===== config.mk =====
export PLATFORM = sky130hd
export DESIGN_NAME = cvt_total_alu
export DESIGN_NICKNAME = d
export VERILOG_FILES = /design/src/rtl/cardinality_violation_tracker_core_defines.svh /design/src/rtl/cvt_pkg.sv /design/src/rtl/cvt_total_alu.sv
export SDC_FILE = /design/constraint.sdc
export NUM_CORES = 1
export LEC_CHECK = 0
export BUFFER_PORTS_ARGS = -buffer_cell sky130_fd_sc_hd__buf_2
export CORE_MARGIN = 2
export CORE_UTILIZATION = 61
export DETAILED_ROUTE_END_ITERATION = 10
export PLACE_DENSITY = 0.83
export SYNTH_ARGS = -nofsm -noshare
export SYNTH_HDL_FRONTEND = slang
export SYNTH_SLANG_ARGS = --single-unit

===== constraint.sdc =====
create_clock -name vclk -period 8.8
set_input_delay 1.32 -clock vclk [all_inputs]
set_output_delay 1.32 -clock vclk [all_outputs]
set_load 0.02 [all_outputs]

===== src/rtl/cardinality_violation_tracker_core_defines.svh =====
// assertion macros for the cardinality violation tracker
`ifndef CARDINALITY_VIOLATION_TRACKER_CORE_DEFINES_SVH
`define CARDINALITY_VIOLATION_TRACKER_CORE_DEFINES_SVH

`ifndef SYNTHESIS
// checked while out of reset
`define CVT_ASSERT(lbl, prop, msg) \
    lbl: assert property (@(posedge clk) disable iff (!rst_n) prop) else $error(msg);
// checked at every edge, reset included
`define CVT_ASSERT_ALWAYS(lbl, prop, msg) \
    lbl: assert property (@(posedge clk) prop) else $error(msg);
`else
`define CVT_ASSERT(lbl, prop, msg)
`define CVT_ASSERT_ALWAYS(lbl, prop, msg)
`endif

`endif


===== src/rtl/cvt_pkg.sv =====
// shared types and constants of the cardinality violation tracker
package cvt_pkg;

    localparam int DATA_W    = 32;
    localparam int VAR_IDX_W = 10;
    localparam int BOUND_W   = 11;
    localparam int SPAN_W    = 8;
    localparam int CFG_IDX_W = 2;
    localparam int VIOL_W    = 19;
    localparam int SHORT_W   = 19;
    localparam int EXCESS_W  = 11;

    localparam logic REQ_BOUNDS = 1'b0;
    localparam logic REQ_ASSIGN = 1'b1;

    typedef enum logic [CFG_IDX_W-1:0] {
        REG_CLOSED_MODE,
        REG_VALUE_BASE,
        REG_VALUE_SPAN
    } cvt_reg_t;

    typedef struct packed {
        logic                        req_type;
        logic [VAR_IDX_W-1:0]        var_index;
        logic signed [DATA_W-1:0]    value;
        logic [BOUND_W-1:0]          lower_bound;
        logic [BOUND_W-1:0]          upper_bound;
    } cvt_in_t;

    typedef struct packed {
        logic [VIOL_W-1:0]   violation;
        logic [SHORT_W-1:0]  shortage;
        logic [EXCESS_W-1:0] excess;
        logic                status;
    } cvt_out_t;

    typedef enum logic [1:0] {
        OP_NONE,
        OP_REBOUND,
        OP_INC,
        OP_DEC
    } cvt_op_t;

    typedef struct packed {
        cvt_op_t op;
        logic    restricted;
    } cvt_alu_ctrl_t;

    typedef enum logic [3:0] {
        ST_CLEAR,
        ST_IDLE,
        ST_MAP,
        ST_BRD,
        ST_BUPD,
        ST_VRD,
        ST_REM_RD,
        ST_REM_UPD,
        ST_ADD_RD,
        ST_ADD_UPD,
        ST_FIN
    } cvt_state_t;

endpackage


===== src/rtl/cvt_total_alu.sv =====
// shared update unit: one slot's count and its effect on both totals
module cvt_total_alu #(
    parameter int CNT_W = 11,
    parameter int SH_W  = 20,
    parameter int EX_W  = 11
) (
    input  cvt_pkg::cvt_alu_ctrl_t          ctrl,
    input  logic [CNT_W-1:0]                count,
    input  logic [cvt_pkg::BOUND_W-1:0]     lower,
    input  logic [cvt_pkg::BOUND_W-1:0]     upper,
    input  logic [cvt_pkg::BOUND_W-1:0]     new_lower,
    input  logic [cvt_pkg::BOUND_W-1:0]     new_upper,
    input  logic [SH_W-1:0]                 shortage,
    input  logic [EX_W-1:0]                 excess,
    output logic [CNT_W-1:0]                count_next,
    output logic [SH_W-1:0]                 shortage_next,
    output logic [EX_W-1:0]                 excess_next
);

    localparam int CMP_W = ((CNT_W > cvt_pkg::BOUND_W) ? CNT_W : cvt_pkg::BOUND_W) + 1;

    logic [CMP_W-1:0] c;
    logic [CMP_W-1:0] c_inc;
    logic [CMP_W-1:0] c_dec;
    logic [CMP_W-1:0] lo;
    logic [CMP_W-1:0] up;
    logic [CMP_W-1:0] nlo;
    logic [CMP_W-1:0] nup;
    logic [CMP_W-1:0] sh_old;
    logic [CMP_W-1:0] sh_new;
    logic [CMP_W-1:0] ex_old;
    logic [CMP_W-1:0] ex_new;

    always_comb
    begin
        c     = CMP_W'(count);
        lo    = CMP_W'(lower);
        up    = CMP_W'(upper);
        nlo   = CMP_W'(new_lower);
        nup   = CMP_W'(new_upper);
        c_inc = c + 1'b1;
        c_dec = c - 1'b1;

        // old contribution counts only if the slot was restricted
        sh_old = (ctrl.restricted && (lo > c)) ? lo - c : '0;
        ex_old = (ctrl.restricted && (c > up)) ? c - up : '0;
        sh_new = (nlo > c) ? nlo - c : '0;
        ex_new = (c > nup) ? c - nup : '0;

        count_next    = count;
        shortage_next = shortage;
        excess_next   = excess;

        case (ctrl.op)
            cvt_pkg::OP_REBOUND:
            begin
                shortage_next = shortage - SH_W'(sh_old) + SH_W'(sh_new);
                excess_next   = excess - EX_W'(ex_old) + EX_W'(ex_new);
            end
            cvt_pkg::OP_INC:
            begin
                count_next = CNT_W'(c_inc);
                if (ctrl.restricted)
                begin
                    if (c_inc <= lo)
                    begin
                        shortage_next = shortage - SH_W'(1);
                    end
                    else if (c_inc > up)
                    begin
                        excess_next = excess + EX_W'(1);
                    end
                end
            end
            cvt_pkg::OP_DEC:
            begin
                // a count already at zero stays there
                if (count != '0)
                begin
                    count_next = CNT_W'(c_dec);
                    if (ctrl.restricted)
                    begin
                        if (c_dec < lo)
                        begin
                            shortage_next = shortage + SH_W'(1);
                        end
                        else if (c_dec >= up)
                        begin
                            excess_next = excess - EX_W'(1);
                        end
                    end
                end
            end
            default:
            begin
            end
        endcase
    end

endmodule

==> flow_summary.toml <==
[outcome]
status = "complete, no violations"

[timing]
rsz0062_at_grt = "false"
fin_setup_tns_ps = 0
finalMaxSlewViolations = 0
finalSetupViolations = 0
fin_crit_sh = 0.944
finalCriticalPeriod_ps = 8310
hold_viol_final = 0
max_freq_mhz = 120
slew_headroom = 0.262
max_slew.worst_pin.slew_ps = 1100

[logic_synthesis]
ys_warn_count = 0
synth.avg_cell_area_sq_um = 6.93
seq_area_frac_synth = 0
synth_cells = 1122
synth_fp_nets = 1373
netlist_area_sq_um = 7770
synth.top_cell.area_share = 0.219
synth_top_area_cell = "ha_1"
synth_area_leaders = "ha_1 22%, xnor2_1 8.2%, inv_1 7.3%"
synth.distinct_cells = 79

[die]
die_h_um = 117
chipWidth_um = 117
rows = 41
io_pins = 131
core-area_sq_um = 12500
die_area_sq_um = 13700
initial_core_util = 0.621

[min_path]
hp-class = "input port to primary output"

[final_layout]
final_area_sq_um = 8580
num_antenna_cells = 0
final_nets = 1483
area_growth_pct = 10.5
seq_area_sq_um = 0
final_cell_mix = "151 x inv_1, 136 x ha_1, 131 x buf_2"
layout_commonest_cell = "inv_1"
clkbuf_count = 0
fillers = 1192
seq_cells = 0
drive_gt1_frac = 0.137

[placed_design]
port_buffers = 131
place_congestion = 0.992
dp_hpwl_mm = 20.3
placed_area_sq_um = 8570

[global_route]
grt_max_degree = 80
overflow = 0
grt_usage = 0.356
grt_antenna_before_repair = 0
grt_pass1_vias = 7937
grt_pass1_wl_mm = 39.0

[cts]
cts.hold.buffers_added = 0

[critical_path]
cp.arrival_ps = 6990
required_ps = 7480
start_kind = "input port"
worstPathMaxFanout = 10
worstSetupEndpointType = "primary output"
critical_path_class = "input port to primary output"

[pwr]
power_density_nw_per_um2 = 97.4
ir_worst_vdd_v = 0.0000548
p_leak_nw = 4.15

[drt]
drt_iter0_markers = 1049
drc = 0
drt-pass1-iter-count = 6
wirelength_mm = 24.7
drtAntennaViolNets = 0
avgViaCountPerCell = 6.31
routedWlPerCell_um = 17.6
vias = 8851

[job]
drv_cap = 0
## critical path, cell delays in order
cell	delay, ps
buf_2	170
ha_1	180
inv_1	50
fa_1	390
a21o_1	180
a21oi_1	280
o21bai_1	130
a2111oi_1	410
nor3_1	150
a31oi_1	210
nor2b_1	110
o21bai_4	240
nor2_1	110
fa_1	510
inv_1	40
ha_1	340
a21oi_1	160
a21boi_0	170
a21boi_1	240
o211ai_1	190
or4_1	460
o221ai_1	260
mux2i_1	240
nand3_1	120
xor2_1	150
buf_2	160
## power breakdown
part           switching, W  internal [W]  total [W]
clock network             0             0          0
registers                 0             0          0
logic              0.000498      0.000338   0.000836
## area by class of cell
type	count	area [sq um]	area share
inverter	153	574	0.0669
multi-input combinational	938	7080	0.825
timing repair buffer	139	716	0.0834
tap	172	215	0.0251
## cells in the mapped netlist, drive strengths merged, types with 5 or more instances
master	count
o21a	10
o221ai	7
a21o	22
a221oi	7
a211oi	12
a32oi	5
xnor2	73
nor4	19
nor3	44
a21oi	71
nand3b	6
o21ai	49
nand4	22
nor2b	11
xor2	19
and3	16
o21bai	13
o211ai	9
nand2b	15
clkbuf	27
or4	5
nor2	96
a211o	9
nand2	77
mux2i	6
a22oi	5
o31ai	7
fa	26
or3	9
nand3	54
a31oi	9
inv	152
and4	5
o22ai	6
o31a	5
a21boi	7
ha	136
## metrics by stage
stage | util | worst slack [ps] | std cells | hold slack [ps] | total power [W]
6_report | 0.686 | 492 | 1402 | 2930 | 0.000836
4_1_cts | 0.684 | 407 | 1401 | 2930 | 0.000817
5_1_grt | 0.686 | 31.6 | 1402 | 2960 | 0.000924
2_1_floorplan | - | 1030 | 1122 | 2770 | 0.000604
3_5_place_dp | 0.684 | 425 | 1401 | 2930 | 0.000812
3_3_place_gp | 0.684 | 574 | 1401 | 2930 | 0.000801
## logic make-up after synthesis
kind of cell             synth area share
buffers and inverters              0.0902
XOR/XNOR                            0.104
AO/OA/AOI/OAI                       0.247
AND/OR/NAND/NOR                     0.258
adder cells (fa/ha/maj)             0.286
multiplexers                       0.0150
## timing repair
action	in CTS	in global routing
resized for setup	0	2
setup endpoints to repair	0	5
buffers inserted	0	1
## routing by layer
metal / GRT usage / routed length, um
met1: 0.492 / 10500
met2: 0.600 / 11300
met3: 0.0170 / 2080
met4: 0.108 / 808
met5: 0 / 0
## final timing paths
check	to	start	depth (start not counted)
hold / removal	shortage_next[19]	shortage[19]	3
setup / recovery	shortage_next[19]	count[0]	26
No activity file was read; power rests on OpenSTA's default activity.
