<file path="src/rtl/cardinality_violation_tracker_core_defines.svh">
// assertion macros for the cardinality violation tracker
`ifndef CARDINALITY_VIOLATION_TRACKER_CORE_DEFINES_SVH
`define CARDINALITY_VIOLATION_TRACKER_CORE_DEFINES_SVH

`ifndef SYNTHESIS
// checked while out of reset
`define CVT_ASSERT(lbl, prop, msg) \
    lbl: assert property (@(posedge clk) disable iff (!rst_n) prop) else $error(msg);
// checked at every edge, reset included
`define CVT_ASSERT_ALWAYS(lbl, prop, msg) \
    lbl: assert property (@(posedge clk) prop) else $error(msg);
`else
`define CVT_ASSERT(lbl, prop, msg)
`define CVT_ASSERT_ALWAYS(lbl, prop, msg)
`endif

`endif

</file>
<file path="src/rtl/cvt_pkg.sv">
// shared types and constants of the cardinality violation tracker
package cvt_pkg;

    localparam int DATA_W    = 32;
    localparam int VAR_IDX_W = 10;
    localparam int BOUND_W   = 11;
    localparam int SPAN_W    = 8;
    localparam int CFG_IDX_W = 2;
    localparam int VIOL_W    = 19;
    localparam int SHORT_W   = 19;
    localparam int EXCESS_W  = 11;

    localparam logic REQ_BOUNDS = 1'b0;
    localparam logic REQ_ASSIGN = 1'b1;

    typedef enum logic [CFG_IDX_W-1:0] {
        REG_CLOSED_MODE,
        REG_VALUE_BASE,
        REG_VALUE_SPAN
    } cvt_reg_t;

    typedef struct packed {
        logic                        req_type;
        logic [VAR_IDX_W-1:0]        var_index;
        logic signed [DATA_W-1:0]    value;
        logic [BOUND_W-1:0]          lower_bound;
        logic [BOUND_W-1:0]          upper_bound;
    } cvt_in_t;

    typedef struct packed {
        logic [VIOL_W-1:0]   violation;
        logic [SHORT_W-1:0]  shortage;
        logic [EXCESS_W-1:0] excess;
        logic                status;
    } cvt_out_t;

    typedef enum logic [1:0] {
        OP_NONE,
        OP_REBOUND,
        OP_INC,
        OP_DEC
    } cvt_op_t;

    typedef struct packed {
        cvt_op_t op;
        logic    restricted;
    } cvt_alu_ctrl_t;

    typedef enum logic [3:0] {
        ST_CLEAR,
        ST_IDLE,
        ST_MAP,
        ST_BRD,
        ST_BUPD,
        ST_VRD,
        ST_REM_RD,
        ST_REM_UPD,
        ST_ADD_RD,
        ST_ADD_UPD,
        ST_FIN
    } cvt_state_t;

endpackage

</file>
<file path="src/rtl/cvt_slot_map.sv">
// maps a value onto a table slot, edge slots for values outside the span
module cvt_slot_map #(
    parameter int SLOT_W = 8
) (
    input  logic signed [cvt_pkg::DATA_W-1:0] value,
    input  logic signed [cvt_pkg::DATA_W-1:0] base,
    input  logic [cvt_pkg::SPAN_W-1:0]        span,
    output logic [SLOT_W-1:0]                 slot,
    output logic                              covered
);

    logic [cvt_pkg::DATA_W:0]   off;
    logic [cvt_pkg::SPAN_W:0]   slot_wide;
    logic                       below;
    logic                       above;

    always_comb
    begin
        off   = {value[cvt_pkg::DATA_W-1], value} - {base[cvt_pkg::DATA_W-1], base};
        below = off[cvt_pkg::DATA_W];
        above = !below && ((off[cvt_pkg::DATA_W:cvt_pkg::SPAN_W] != '0)
                           || (off[cvt_pkg::SPAN_W-1:0] >= span));
        if (below)
        begin
            slot_wide = '0;
        end
        else if (above)
        begin
            slot_wide = {1'b0, span} + 1'b1;
        end
        else
        begin
            slot_wide = {1'b0, off[cvt_pkg::SPAN_W-1:0]} + 1'b1;
        end
        covered = !below && !above;
        slot    = SLOT_W'(slot_wide);
    end

endmodule

</file>
<file path="config.mk">
export PLATFORM = sky130hd
export DESIGN_NAME = cvt_slot_map
export DESIGN_NICKNAME = d
export VERILOG_FILES = /design/src/rtl/cardinality_violation_tracker_core_defines.svh /design/src/rtl/cvt_pkg.sv /design/src/rtl/cvt_slot_map.sv
export SDC_FILE = /design/constraint.sdc
export NUM_CORES = 1
export LEC_CHECK = 0
export BUFFER_PORTS_ARGS = -buffer_cell sky130_fd_sc_hd__buf_2
export CAP_MARGIN = 30
export CORE_MARGIN = 5
export CORE_UTILIZATION = 45
export DETAILED_ROUTE_END_ITERATION = 8
export PLACE_DENSITY_LB_ADDON = 0.05
export SYNTH_ARGS = -nofsm -noshare
export SYNTH_HDL_FRONTEND = slang
export SYNTH_SLANG_ARGS = --single-unit
export TNS_END_PERCENT = 20
</file>
<file path="constraint.sdc">
create_clock -name vclk -period 8
set_input_delay 0.8 -clock vclk [all_inputs]
set_output_delay 0.8 -clock vclk [all_outputs]
set_load 0.02 [all_outputs]
</file>
==> flow_summary.yaml, run 1 <==
outcome:
  status: "completed"
logic_synthesis:
  muxShareOfSynthArea_pct: 1.97
  synth_most_common_cell: "inv_1"
  netlist_instances: 432
  synthAdderAreaFrac_pct: 19.5
  synthSimpleGateAreaFrac_pct: 28.8
  ys_types: 59
  syn_nets: 547
  yosysTopAreaCell: "ha_1"
  synth_compound_gate_area_share_pct: 32.5
  ys_warn_count: 0
  syn_avg_cell_area_sq_um: 6.46
  synth-seq-area-share_pct: 0
  yosys-top-cells-count: "inv_1 (50), a21oi_1 (45), ha_1 (42), nand2_1 (37), nor2_1 (37)"
  synth_xor_area_share_pct: 8.16
  synthTopCellsByArea: "ha_1 (19%), a21oi_1 (8.1%), inv_1 (6.7%)"
  yosys.area.top_type_share_pct: 18.8
  synth_top_family_by_area: "compound AO/OA/AOI/OAI gates"
  synthesis.area_sq_mm: 0.00279
detailed_routing:
  dr_wl_met3_um: 471
  wl_met1_mm: 3.82
  drtIter0Drc: 145
  wl_mm: 8.11
  routed-via-count: 3241
  top_layer: "met4"
  wire_per_inst_um: 14.1
  vias_per_cell: 5.65
  drc_errors: 0
  wl_met2_mm: 3.81
  firstDrtPassIters: 4
  ant_nets: 0
die:
  core_sq_mm: 0.00599
  start_util_pct: 46.6
  die_h_um: 88.8
  num_rows: 28
  die_area_sq_mm: 0.00788
  die_x_um: 88.8
  pin_count: 81
setup_path:
  required_ns: 7.20
  cpPeakStageDelay_ns: 0.53
  start_kind: "input port"
  path_cells: "buf_2 > inv_1 > ha_1 > fa_1 > nor2b_1 > o2111ai_1 > nand2_1 > xor2_1 > ha_1 > and4_1 > a2111oi_4 > o2111a_1 > o2111ai_1 > or4_1 > or4_4 > nor4_4 > a21oi_1 > o21ai_0 > ha_1 > nand3_1 > xnor2_1 > a21oi_1 > a211oi_1 > buf_2"
  crit_arrival_ns: 6.35
  cp_slowest_cell: "or4_1"
  critical_path.max_fanout: 6
  endpoint_kind: "output port"
  crit_type: "in -> out"
  critPathMostFrequentCell: "ha_1"
layout:
  nFillCells: 633
  fin_cells: 574
  n_clock_buffer: 0
  seq_cell_count: 0
  syn2layout_area_growth_pct: 15.6
  seq_area_sq_um: 0
  layout-drive-gt1-share_pct: 18.2
  diodes: 0
  fin_nets: 616
sta:
  setup_violations: 0
  fin_crit_ns: 7.15
  drv_slew: 0
  setup-tns-final_ns: 0
  relSlewSlack_pct: 39.4
  finalHoldViolations: 0
  worstMarginPinSlew_ns: 0.906
  finalCritPeriodShare_pct: 89.4
  max_freq_ghz: 0.140
  grt_setup_unrepaired: "false"
  fin_ws_ns: 0.851
clock_network:
  holdBufCountCts: 0
  post_cts.repair.setup_buffers: 0
  cts_resized: 0
global_routing:
  grt_overflow: 0
  grt_pass1_wl_mm: 13.3
  grt_usage_pct: 20.0
  grt_max_degree: 13
  grt_pass1_vias: 2959
  antenna_found_initial: 0
run:
  drv_cap: 0
place:
  dp_hpwl_mm: 7.02
  dp_cells: 574
  pre_cts_ws_ns: 0.825
  portBuffers: 81
  gp_congestion: 0.932
power_and_ir_drop:
  p_leak_nw: 1.62
  vdd_drop_max_mv: 0.0341
  power_density_mw_per_mm2: 81.3
hold_path:
  min_path_type: "in -> out"
==> logic make-up (layout without fill, tap and decap cells) <==
group	after synthesis	after routing
buffers and inverters	64	131
muxes	5	5
and+or+nand+nor	154	154
xor gates and xnor gates	26	26
AOI/OAI and AO/OA	140	140
adders and majority gates	43	43
==> power breakdown <==
part | internal (mW) | switching (mW) | total (mW)
registers | 0 | 0 | 0
logic | 0.108 | 0.154 | 0.262
clock network | 0 | 0 | 0
total | 0.108 | 0.154 | 0.262
==> worst max-delay path, delay by kind of cell <==
family / cells / cell delay, ns
and+or+nand+nor: 7 / 2.06
buffers and inverters: 3 / 0.33
AOI/OAI and AO/OA: 8 / 1.57
xor gates and xnor gates: 2 / 0.44
adders and majority gates: 4 / 1.16
==> stage by stage <==
step	hold WS, ns	cell area (sq um)	utilization [%]	total power, mW
after floorplan	1.73	2790	-	0.193
after global placement	1.96	3230	53.9	0.259
after detailed placement	1.96	3230	53.9	0.260
after CTS	1.96	3230	53.9	0.262
after global routing	1.97	3230	53.9	0.295
final	1.95	3230	53.9	0.262
==> cell usage in the layout (no fill, tap or decap), drive strengths merged, types with 3 or more instances in the layout <==
cell / synthesis / layout
nand2: 38 / 38
nand4: 15 / 15
xor2: 7 / 7
nor3: 7 / 7
nand2b: 11 / 11
and2: 4 / 4
and4: 4 / 4
ha: 42 / 42
o211ai: 7 / 7
a211oi: 9 / 9
o21a: 5 / 5
mux2i: 4 / 4
a21o: 9 / 9
nor2b: 4 / 4
nand3: 14 / 14
and3: 6 / 6
buf: 4 / 81
xnor2: 19 / 19
nor2: 38 / 38
inv: 50 / 50
a21oi: 45 / 45
a21boi: 4 / 4
o21ai: 32 / 32
or4: 3 / 3
a31oi: 4 / 4
nor3b: 3 / 3
o2111ai: 4 / 4
==> final cells by class <==
class,count,area (sq um),share of cell area [%]
tap,75,93.8,2.91
inverter,50,188,5.82
timing repair buffer,81,405,12.6
multi-input combinational,368,2540,78.7
==> worst paths after layout <==
| check | startpoint | to | slack [ns] | cells after the start |
|---|---|---|---|---|
| worst max-delay path | value[0] | slot[6] | 0.85 | 24 |
| worst min-delay path | span[0] | slot[0] | 1.95 | 3 |
==> metal layers <==
metal	vias up	global-route usage (%)
met5	-	0
met4	0	0.962
met3	2	0.372
met2	85	36.0
met1	1445	27.8
li1	1709	-
Note: power is estimated with default switching activity, not from simulation.
==> run 2, diff against run 1 <==
==> constraint.sdc (replaced) <==
create_clock -name vclk -period 8
set_input_delay 0.8 -clock vclk [all_inputs]
set_output_delay 0.8 -clock vclk [all_outputs]
set_load 0.005 [all_outputs]
==> run 2 against run 1 <==
Global-route usage is 0.17 points higher. Cell count did not move. Combinational power down 3%. Worst setup slack better by 0.079 ns. Non-clock buffer count stayed put. Cell area did not move. Flip-flop and latch count unchanged. Die area did not move. Worst hold slack worse by 0.034 ns. First-iteration DRC count is 17% higher. Critical path type unchanged. Critical endpoint unchanged. Largest power group unchanged.
==> flow_summary.yaml, run 2 (synthesis gave the netlist of run 1 again) <==
global_routing:
  grt_overflow: 0
  grt_pass1_vias: 2957
  grt_pass1_wl_mm: 13.3
  antenna_found_initial: 0
  grt_usage_pct: 20.2
  grt_max_degree: 13
clock_network:
  holdBufCountCts: 0
  post_cts.repair.setup_buffers: 0
  cts_resized: 0
power_and_ir_drop:
  pwr-share-seq_pct: 0
  vdd_drop_max_mv: 0.0356
  power.switching_mw: 0.147
  p_int_mw: 0.108
  power_density_mw_per_mm2: 79.0
  p_clk_share_pct: 0
  p_total_mw: 0.255
  p_leak_nw: 1.62
  swShare_pct: 57.5
  pwr-share-comb_pct: 100.0
die:
  pin_count: 81
  num_rows: 28
  die_x_um: 88.8
  die_h_um: 88.8
  start_util_pct: 46.6
  die_area_sq_mm: 0.00788
  core_sq_mm: 0.00599
layout:
  diodes: 0
  seq_area_sq_um: 0
  syn2layout_area_growth_pct: 15.6
  seq_cell_count: 0
  n_clock_buffer: 0
  fin_area_sq_mm: 0.00323
  fin_nets: 616
  layout-drive-gt1-share_pct: 18.2
  final_common_cell: "buf_2"
  utilization_pct: 53.9
  final_cell_mix: "buf_2 (81), inv_1 (50), a21oi_1 (45)"
detailed_routing:
  vias_per_cell: 5.66
  drtIter0Drc: 170
  drc_errors: 0
  routed-via-count: 3251
  ant_nets: 0
  wire_per_inst_um: 14.0
  wl_mm: 8.04
  firstDrtPassIters: 5
hold_path:
  worstHoldStart: "span[0]"
  whs_endpoint: "slot[0]"
  min_path_type: "in -> out"
  whs_path_depth: 3
sta:
  grt_setup_unrepaired: "false"
  finalHoldViolations: 0
  drv_slew: 0
  setup_violations: 0
  relSlewSlack_pct: 39.8
  finalCritPeriodShare_pct: 88.4
  fin_ws_ns: 0.930
  setup-tns-final_ns: 0
  max_freq_ghz: 0.141
  worstMarginPinSlew_ns: 0.899
  fin_crit_ns: 7.07
run:
  drv_cap: 0
place:
  placed_area_sq_mm: 0.00323
  dp_hpwl_mm: 7.04
  pre_cts_ws_ns: 0.886
  portBuffers: 81
  gp_congestion: 0.932
outcome:
  status: "completed"
setup_path:
  crit_arrival_ns: 6.27
  start_kind: "input port"
  endpoint_kind: "output port"
  critical_path.max_fanout: 6
  crit_type: "in -> out"
  required_ns: 7.20
[run 2: cell counts in the layout (fill, tap and decap cells not counted)]
No cell type changed its count.
[run 2: power by group through the flow]
stage	registers [mW]	clock network (mW)	logic (mW)
floorplan	0	0	0.186
finish	0	0	0.255
global route	0	0	0.289
global placement	0	0	0.252
CTS	0	0	0.255
detailed placement	0	0	0.253
[run 2: critical path, stage by stage]
cell and delay [ns]:
buf_2 0.07, inv_1 0.04, ha_1 0.20, fa_1 0.40, nor2b_1 0.20, o2111ai_1 0.22, nand2_1 0.19, xor2_1 0.30
ha_1 0.30, and4_1 0.19, a2111oi_4 0.34, o2111a_1 0.22, o2111ai_1 0.08, or4_1 0.53, or4_4 0.51, nor4_4 0.32
a21oi_1 0.18, o21ai_0 0.21, ha_1 0.28, nand3_1 0.12, xnor2_1 0.14, a21oi_1 0.05, a211oi_1 0.21, buf_2 0.15
[run 2: area by class of cell]
| type | count | area, sq um |
|---|---|---|
| multi-input combinational | 368 | 2540 |
| tap | 75 | 93.8 |
| fill | 647 | 2760 |
| timing repair buffer | 81 | 405 |
| inverter | 50 | 188 |
[run 2: through the flow]
step | cells | hold slack [ns]
2_1_floorplan | 432 | 1.66
3_3_place_gp | 574 | 1.93
3_5_place_dp | 574 | 1.93
4_1_cts | 574 | 1.93
5_1_grt | 574 | 1.95
6_report | 574 | 1.92
[run 2: how the worst max path moves through the flow]
stage / to / depth (start not counted) / from / slack (ns)
after floorplan: slot[6] / 22 / value[0] / 1.64
after global placement: slot[6] / 24 / value[0] / 0.99
after detailed placement: slot[6] / 24 / value[0] / 0.89
after CTS: slot[6] / 24 / value[0] / 0.89
after global routing: slot[4] / 24 / value[0] / 0.39
final: slot[6] / 24 / value[0] / 0.93
[run 2: metal layers]
layer	vias to the layer above	GRT usage (%)	routed length [um]
li1	1708	-	-
met1	1444	28.1	3790
met2	97	36.0	3790
met3	2	0.466	449
met4	0	1.24	10
met5	-	0	0
==> run 3, diff against run 2 <==
RECOVER_POWER = 100   (was not set)
==> run 3 against run 2 <==
First-iteration DRC count fell by 2.9%. Flip-flop and latch count did not move. Combinational power about the same. Die area did not move. Fmax about the same. Critical path depth unchanged. Cell area fell by 0.35%. Via count shrank 0.25%. Count of clock-buffer cells in the layout stayed put. Routed wire length grew 0.35%. Worst hold slack got worse by 0.021 ns. Total power shrank 0.25%.
==> flow_summary.yaml, run 3 (synthesis gave the netlist of run 1 again) <==
power_and_ir_drop:
  p_leak_nw: 1.60
  p_int_mw: 0.107
  swShare_pct: 57.9
  pwr-share-comb_pct: 100.0
  p_clk_share_pct: 0
  power.switching_mw: 0.147
  vdd_drop_max_mv: 0.0357
  power_density_mw_per_mm2: 79.1
  pwr-share-seq_pct: 0
layout:
  multi_input_area_sq_mm: 0.00254
  fin_cells: 574
  n_clock_buffer: 0
  seq_cell_count: 0
  nFillCells: 648
  final_common_cell: "buf_2"
  diodes: 0
  final_cell_mix: "buf_2 (74), inv_1 (50), a21oi_1 (45)"
  fin_nets: 616
  seq_area_sq_um: 0
  fin_area_sq_mm: 0.00322
  layout-drive-gt1-share_pct: 16.6
  syn2layout_area_growth_pct: 15.2
detailed_routing:
  drc_errors: 0
  wl_mm: 8.07
  drtIter0Drc: 165
  wire_per_inst_um: 14.1
  vias_per_cell: 5.65
  firstDrtPassIters: 5
  routed-via-count: 3243
  ant_nets: 0
place:
  dp_cells: 574
  portBuffers: 81
  placed_area_sq_mm: 0.00323
  dp_hpwl_mm: 7.04
  gp_congestion: 0.932
  pre_cts_ws_ns: 0.886
die:
  pin_count: 81
  die_h_um: 88.8
  core_sq_mm: 0.00599
  start_util_pct: 46.6
  die_area_sq_mm: 0.00788
  die_x_um: 88.8
  num_rows: 28
sta:
  setup-tns-final_ns: 0
  fin_crit_ns: 7.07
  finalCritPeriodShare_pct: 88.3
  grt_setup_unrepaired: "false"
  fin_ws_ns: 0.933
  setup_violations: 0
  drv_slew: 0
  finalHoldViolations: 0
  max_freq_ghz: 0.141
  worstMarginPinSlew_ns: 0.939
  relSlewSlack_pct: 37.2
global_routing:
  grt_pass1_vias: 2957
  grt_overflow: 0
  antenna_found_initial: 0
  grt_pass1_wl_mm: 13.3
  grt_usage_pct: 20.2
  grt_max_degree: 13
setup_path:
  critPathMostFrequentCell: "ha_1"
  endpoint_kind: "output port"
  crit_family: "simple AND/OR/NAND/NOR gates"
  cp_slowest_cell: "or4_1"
  crit_type: "in -> out"
  start_kind: "input port"
  cpPeakStageDelay_ns: 0.53
  required_ns: 7.20
  crit_arrival_ns: 6.27
  path_cells: "buf_2 > inv_1 > ha_1 > fa_1 > nor2b_1 > o2111ai_1 > nand2_1 > xor2_1 > ha_1 > and4_1 > a2111oi_4 > o2111a_1 > o2111ai_1 > or4_1 > or4_4 > nor4_4 > a21oi_1 > o21ai_0 > ha_1 > nand3_1 > xnor2_1 > a21oi_1 > a211oi_1 > clkbuf_1"
  critical_path.max_fanout: 6
  crit_buf_inv: 3
hold_path:
  min_path_type: "in -> out"
clock_network:
  cts_resized: 0
  post_cts.repair.setup_buffers: 0
  holdBufCountCts: 0
outcome:
  status: "completed"
run:
  drv_cap: 0
==> run 3: final cells by class <==
class,instances,share of cell area (%)
multi-input combinational,368,78.9
timing repair buffer,81,12.3
inverter,50,5.84
tap,75,2.92
==> run 3: final timing paths <==
kind                  from       to  slack (ns)  cells after the start
setup / recovery  value[0]  slot[6]        0.93                     24
hold / removal     span[0]  slot[0]        1.90                      3
==> run 3: power by group through the flow <==
stage | sequential, mW | clock, mW | combinational [mW]
floorplan | 0 | 0 | 0.186
CTS | 0 | 0 | 0.255
global placement | 0 | 0 | 0.252
global route | 0 | 0 | 0.288
detailed placement | 0 | 0 | 0.253
finish | 0 | 0 | 0.254
==> run 3: through the flow <==
stage | hold WS [ns] | power (mW) | util, %
floorplan | 1.66 | 0.186 | -
CTS | 1.93 | 0.255 | 53.9
detailed placement | 1.93 | 0.253 | 53.9
global placement | 1.93 | 0.252 | 53.9
global route | 1.93 | 0.288 | 53.7
finish | 1.90 | 0.254 | 53.7
==> run 3: worst min-delay path: cells and delay by family <==
family | cells | cell delay (ns)
buffers and inverters | 2 | 0.23
AO/OA/AOI/OAI | 1 | 0.07
==> run 3: routing by layer <==
layer / vias up / global-route usage [%] / wire length [um]
li1: 1707 / - / -
met1: 1433 / 28.1 / 3790
met3: 2 / 0.466 / 463
met2: 101 / 36.0 / 3810
met4: 0 / 1.24 / 10
met5: - / 0 / 0
